## src/rtl/stable_priority_queue_core_macros.svh

```systemverilog
// Assertion macros shared by the queue RTL.
// Each expects signals named clk and rst in the scope of use.
`ifndef STABLE_PRIORITY_QUEUE_CORE_MACROS_SVH
`define STABLE_PRIORITY_QUEUE_CORE_MACROS_SVH

// Consequent must hold in the same cycle as the antecedent.
`define SPQ_ASSERT_NOW(label, ante, cons) \
  label: assert property (@(posedge clk) disable iff (rst) (ante) |-> (cons)) \
    else $error("queue check failed: same-cycle implication");

// Consequent must hold in the cycle after the antecedent.
`define SPQ_ASSERT_NEXT(label, ante, cons) \
  label: assert property (@(posedge clk) disable iff (rst) (ante) |=> (cons)) \
    else $error("queue check failed: next-cycle implication");

`endif

```

## src/rtl/slpq_pkg.sv

```systemverilog
package slpq_pkg;

  localparam int unsigned PRIO_W   = 17;
  localparam int unsigned WORD_W   = 64;
  localparam int unsigned COUNT_W  = 7;
  localparam logic [PRIO_W-1:0] PRIO_ONE = 17'd65536;

  typedef enum logic {
    REQ_ADD = 1'b0,
    REQ_POP = 1'b1
  } req_type_t;

  typedef enum logic [1:0] {
    STAT_ADDED     = 2'd0,
    STAT_POPPED    = 2'd1,
    STAT_EMPTY     = 2'd2,
    STAT_FULL_DROP = 2'd3
  } status_t;

  // One stored entry
  typedef struct packed {
    logic [PRIO_W-1:0] prio;
    logic [WORD_W-1:0] word0;
    logic [WORD_W-1:0] word1;
    logic [WORD_W-1:0] word2;
    logic [WORD_W-1:0] word3;
  } entry_t;

  typedef struct packed {
    logic              req_type;
    logic [PRIO_W-1:0] priority_req;
    logic [WORD_W-1:0] payload_w0;
    logic [WORD_W-1:0] payload_w1;
    logic [WORD_W-1:0] payload_w2;
    logic [WORD_W-1:0] payload_w3;
  } req_t;

  typedef struct packed {
    logic [1:0]         status;
    logic [PRIO_W-1:0]  out_priority;
    logic [WORD_W-1:0]  out_word0;
    logic [WORD_W-1:0]  out_word1;
    logic [WORD_W-1:0]  out_word2;
    logic [WORD_W-1:0]  out_word3;
    logic [COUNT_W-1:0] entry_count;
  } rsp_t;

  // Broadcast control for every cell in the chain
  typedef struct packed {
    logic insert;
    logic remove;
  } cell_ctl_t;

endpackage

```

## src/rtl/slpq_cell.sv

```systemverilog
module slpq_cell (
  input  logic               clk,
  input  slpq_pkg::cell_ctl_t ctl,
  input  slpq_pkg::entry_t   new_entry,
  input  slpq_pkg::entry_t   left_entry,
  input  slpq_pkg::entry_t   right_entry,
  input  logic               left_after,
  input  logic               occupied,
  output slpq_pkg::entry_t   entry,
  output logic               after
);

  // Entry stays ahead of the incoming one when it is lower or equal
  assign after = occupied && (entry.prio <= new_entry.prio);

  // Hold, take the new entry, shift from the left, or shift from the right
  always_ff @(posedge clk) begin
    if (ctl.insert) begin
      if (!after) begin
        entry <= left_after ? new_entry : left_entry;
      end
    end else if (ctl.remove) begin
      entry <= right_entry;
    end
  end

endmodule

```

## config.mk

```make
export PLATFORM = sky130hd
export DESIGN_NAME = slpq_cell
export DESIGN_NICKNAME = d
export VERILOG_FILES = /design/src/rtl/stable_priority_queue_core_macros.svh /design/src/rtl/slpq_pkg.sv /design/src/rtl/slpq_cell.sv
export SDC_FILE = /design/constraint.sdc
export NUM_CORES = 1
export LEC_CHECK = 0
export ABC_AREA = 0
export BUFFER_PORTS_ARGS = -buffer_cell sky130_fd_sc_hd__buf_2
export CORE_AREA = 2 2 426 428
export CTS_CLUSTER_DIAMETER = 80
export CTS_CLUSTER_SIZE = 28
export DETAILED_ROUTE_END_ITERATION = 12
export DIE_AREA = 0 0 428 430
export GPL_TIMING_DRIVEN = 0
export SLEW_MARGIN = 20
export SYNTH_ARGS = -nofsm -noshare
export SYNTH_HDL_FRONTEND = slang
export SYNTH_SLANG_ARGS = --single-unit
```

## constraint.sdc

```tcl
create_clock -name clk -period 7.2 [get_ports clk]
set_clock_uncertainty 0.1 [all_clocks]
set_input_delay 0.36 -clock clk [delete_from_list [all_inputs] [get_ports clk]]
set_output_delay 0.36 -clock clk [all_outputs]
set_load 0.05 [all_outputs]
```

==> out/results.tsv <==
metric	value	unit
outcome	complete, no violations	
Top-Level Pins	1098	
post-CTS sizing	0	
Worst setup SP type	register	
Cells after DPL	4722	
Worst Hold Class	in2reg	
max_cap viols	0	
Crit path top cell by count	buf_16	
first-pass GRT wire length	198	mm
post-synthesis sequential area ratio	0.578	
GRT Overall Usage	0.168	
Crit Reg-Reg Endpoint	entry[150]	
drt first pass iters	5	
final WL	162	mm
Worst R2R Path Depth	9	
dominant cell type by area after synthesis	edfxtp_1	
# Post-CTS Setup Buffers	0	
num rows	156	
hold buffer count at CTS	450	
Hold Vio Cnt, Final	0	
WP data required	7450	ps
Crit-path slowest cell	edfxtp_1	
hold path depth	3	
Final Max Slew Viols	0	
cells after synthesis	1250	
count of cell types in the netlist	24	
Worst-path clk slew	80	ps
post-route ant nets	0	
placed cell areas	0.0228	mm2
peak supply drop	0.188	mV
critical path class	reg2reg	
Die X	428	um
PortBufs	1095	
gr ovfl total	0	
hold wc startpoint	new_entry[32]	
vias per cell	3.58	
Crit Path Max Fanout	54	
WL per Instance	30.3	um
top cells by area, synth	edfxtp_1 (58%), mux2i_1 (19%), a21oi_1 (9.9%)	
routed via count	19185	
cell area after layout	0.0291	mm2
core area	0.180	mm2
depth of the CTS H-tree	2	
vias in the first global route	18044	
CTS tree	done	
fillers	20328	
Worst Tran Pin Value	927	ps
hpwl dp	142	mm
Mapped Area	0.0142	mm2
crit end category	register	
CTS max path bufs	3	
Layout Cells excl Fill	5352	
initial antenna violation count	233	
DRC errors left	0	
final setup violation count	0	
Die Y	430	um
Worst-Skew Late Latency	670	ps
RSZ-0062 raised after global routing	false	
Max stage delay on crit path	450	ps
biggest regs	entry x273	
largest net degree at the start of global routing	57	
Final Cycle Share	0.502	
Syn Nets	2091	
fmax	0.277	GHz
# clock sinks	273	
Final Critical Period	3610	ps
share of layout cells above drive strength 1	0.424	
yosys warns	0	
power per cell area	221	mW/mm2
Finished Core Util	0.162	
DRT iter0 DRCs	2121	
Slew HR	0.380	
gpl congestion	1.04	
Lkg Pwr	0.0126	uW
Critical Path, Cell by Cell	ha_1, nand4_2, nor4_2, o21ai_1, a31oi_1, a21o_4, buf_12, buf_16, buf_16	
Arrival @ worst endpoint	3860	ps
flop2flop setup slack	3590	ps
worst r2r src	entry[271]	
Area Overhead vs Synth	105	%
CTS buffer count	41	
Hold EP	entry[32]	
post-synthesis register bit count	273	
Initial Util	0.0789	
CTS root buf	clkbuf_16	
Syn Area/Cell	11.3	um2
final net count	3686	
die area	0.184	mm2
Largest register FFs	273	
Largest Register	entry	
Yosys top cell area share	0.578	
-- layout by cell type, fill, tap and decap left out, types with 2 or more instances in the layout --
cell type / netlist / layout
a21oi_1: 281 / 281
buf_1: 12 / 12
buf_12: 0 / 2
buf_16: 0 / 5
buf_2: 32 / 1127
buf_4: 5 / 5
bufinv_16: 0 / 3
clkbuf_1: 43 / 41
clkbuf_16: 0 / 41
clkbuf_2: 0 / 3
clkinv_4: 0 / 4
clkinv_8: 0 / 11
diode_2: 0 / 105
dlygate4sd3_1: 0 / 450
edfxtp_1: 273 / 273
ha_1: 17 / 17
inv_1: 18 / 18
inv_12: 0 / 4
inv_6: 0 / 5
inv_8: 0 / 5
mux2i_1: 273 / 273
nand2_1: 5 / 5
nand3_1: 2 / 2
nor2_1: 275 / 275
nor2b_1: 2 / 2
o21ai_0: 2 / 2
-- critical path: cells and delay by family, from the launching register on --
kind            cells  cell delay [ps]
simple gates        2              480
buf+inv             3              840
compound gates      3              850
fa+ha+maj           1              360
flops               1              450
-- where the power goes --
| part | leakage [uW] | switching (uW) | total (uW) | internal, uW |
|---|---|---|---|---|
| logic | 0.00921 | 1410 | 2070 | 657 |
| clock network | 0.000734 | 1100 | 2340 | 1240 |
| registers | 0.00269 | 59.7 | 2040 | 1980 |
| total | 0.0126 | 2570 | 6440 | 3880 |
-- cells in the mapped netlist, drive strengths merged --
cell type	instances
a21oi	281
nor2	275
edfxtp	273
mux2i	273
buf	49
clkbuf	43
inv	18
ha	17
nand2	5
o21ai	3
nand3	2
nand4	2
nor2b	2
a21o	1
a22oi	1
a31oi	1
and3	1
and4	1
nor4	1
o21a	1
-- worst max-delay path by stage --
stage | start | endpoint
floorplan | entry[271] | entry[0]
detailed placement | ctl[1] | entry[144]
CTS | entry[271] | entry[176]
global placement | ctl[1] | entry[135]
global route | entry[271] | entry[176]
finish | entry[271] | entry[150]
-- layer usage --
layer	up-vias	routed length, um	share of wire	global-route usage
li1	7916	-	-	-
met1	9101	55200	0.34	0.176
met2	1594	75200	0.46	0.275
met3	486	20700	0.13	0.0823
met4	88	10400	0.064	0.0928
met5	-	570	0.0035	0.00572
-- kinds of logic (layout without fill, tap and decap cells) --
logic type      count (synthesis)  in the layout  share of synthesized area
buf+inv                       110           1737                     0.0333
flops                         273            273                      0.578
simple gates                  289            289                     0.0789
mux                           273            273                      0.193
other cells                     0            105                          0
fa+ha+maj                      17             17                     0.0150
compound gates                288            288                      0.102
-- cell type report --
type                       instances  area [um2]  share of cell area
buffer                            92         408              0.0140
sequential                       273        8200               0.282
inverter                          18        67.6             0.00232
timing repair buffer            1552       10200               0.349
clock inverter                    33         489              0.0168
clock buffer                      42        1030              0.0354
tap                             2370        2970               0.102
multi-input combinational        867        5520               0.190
antenna                          105         263             0.00903
-- stage by stage --
step	TNS [ps]	hold WS (ps)	total power [uW]	worst slack, ps
after floorplan	0	486	3050	1650
after global placement	-250580	581	3870	-1110
final	0	45.8	6440	3590
after CTS	0	0.452	6530	3610
after global routing	0	25.0	6650	3470
after detailed placement	0	583	3870	3470
Power figures use the tool's default switching activity.
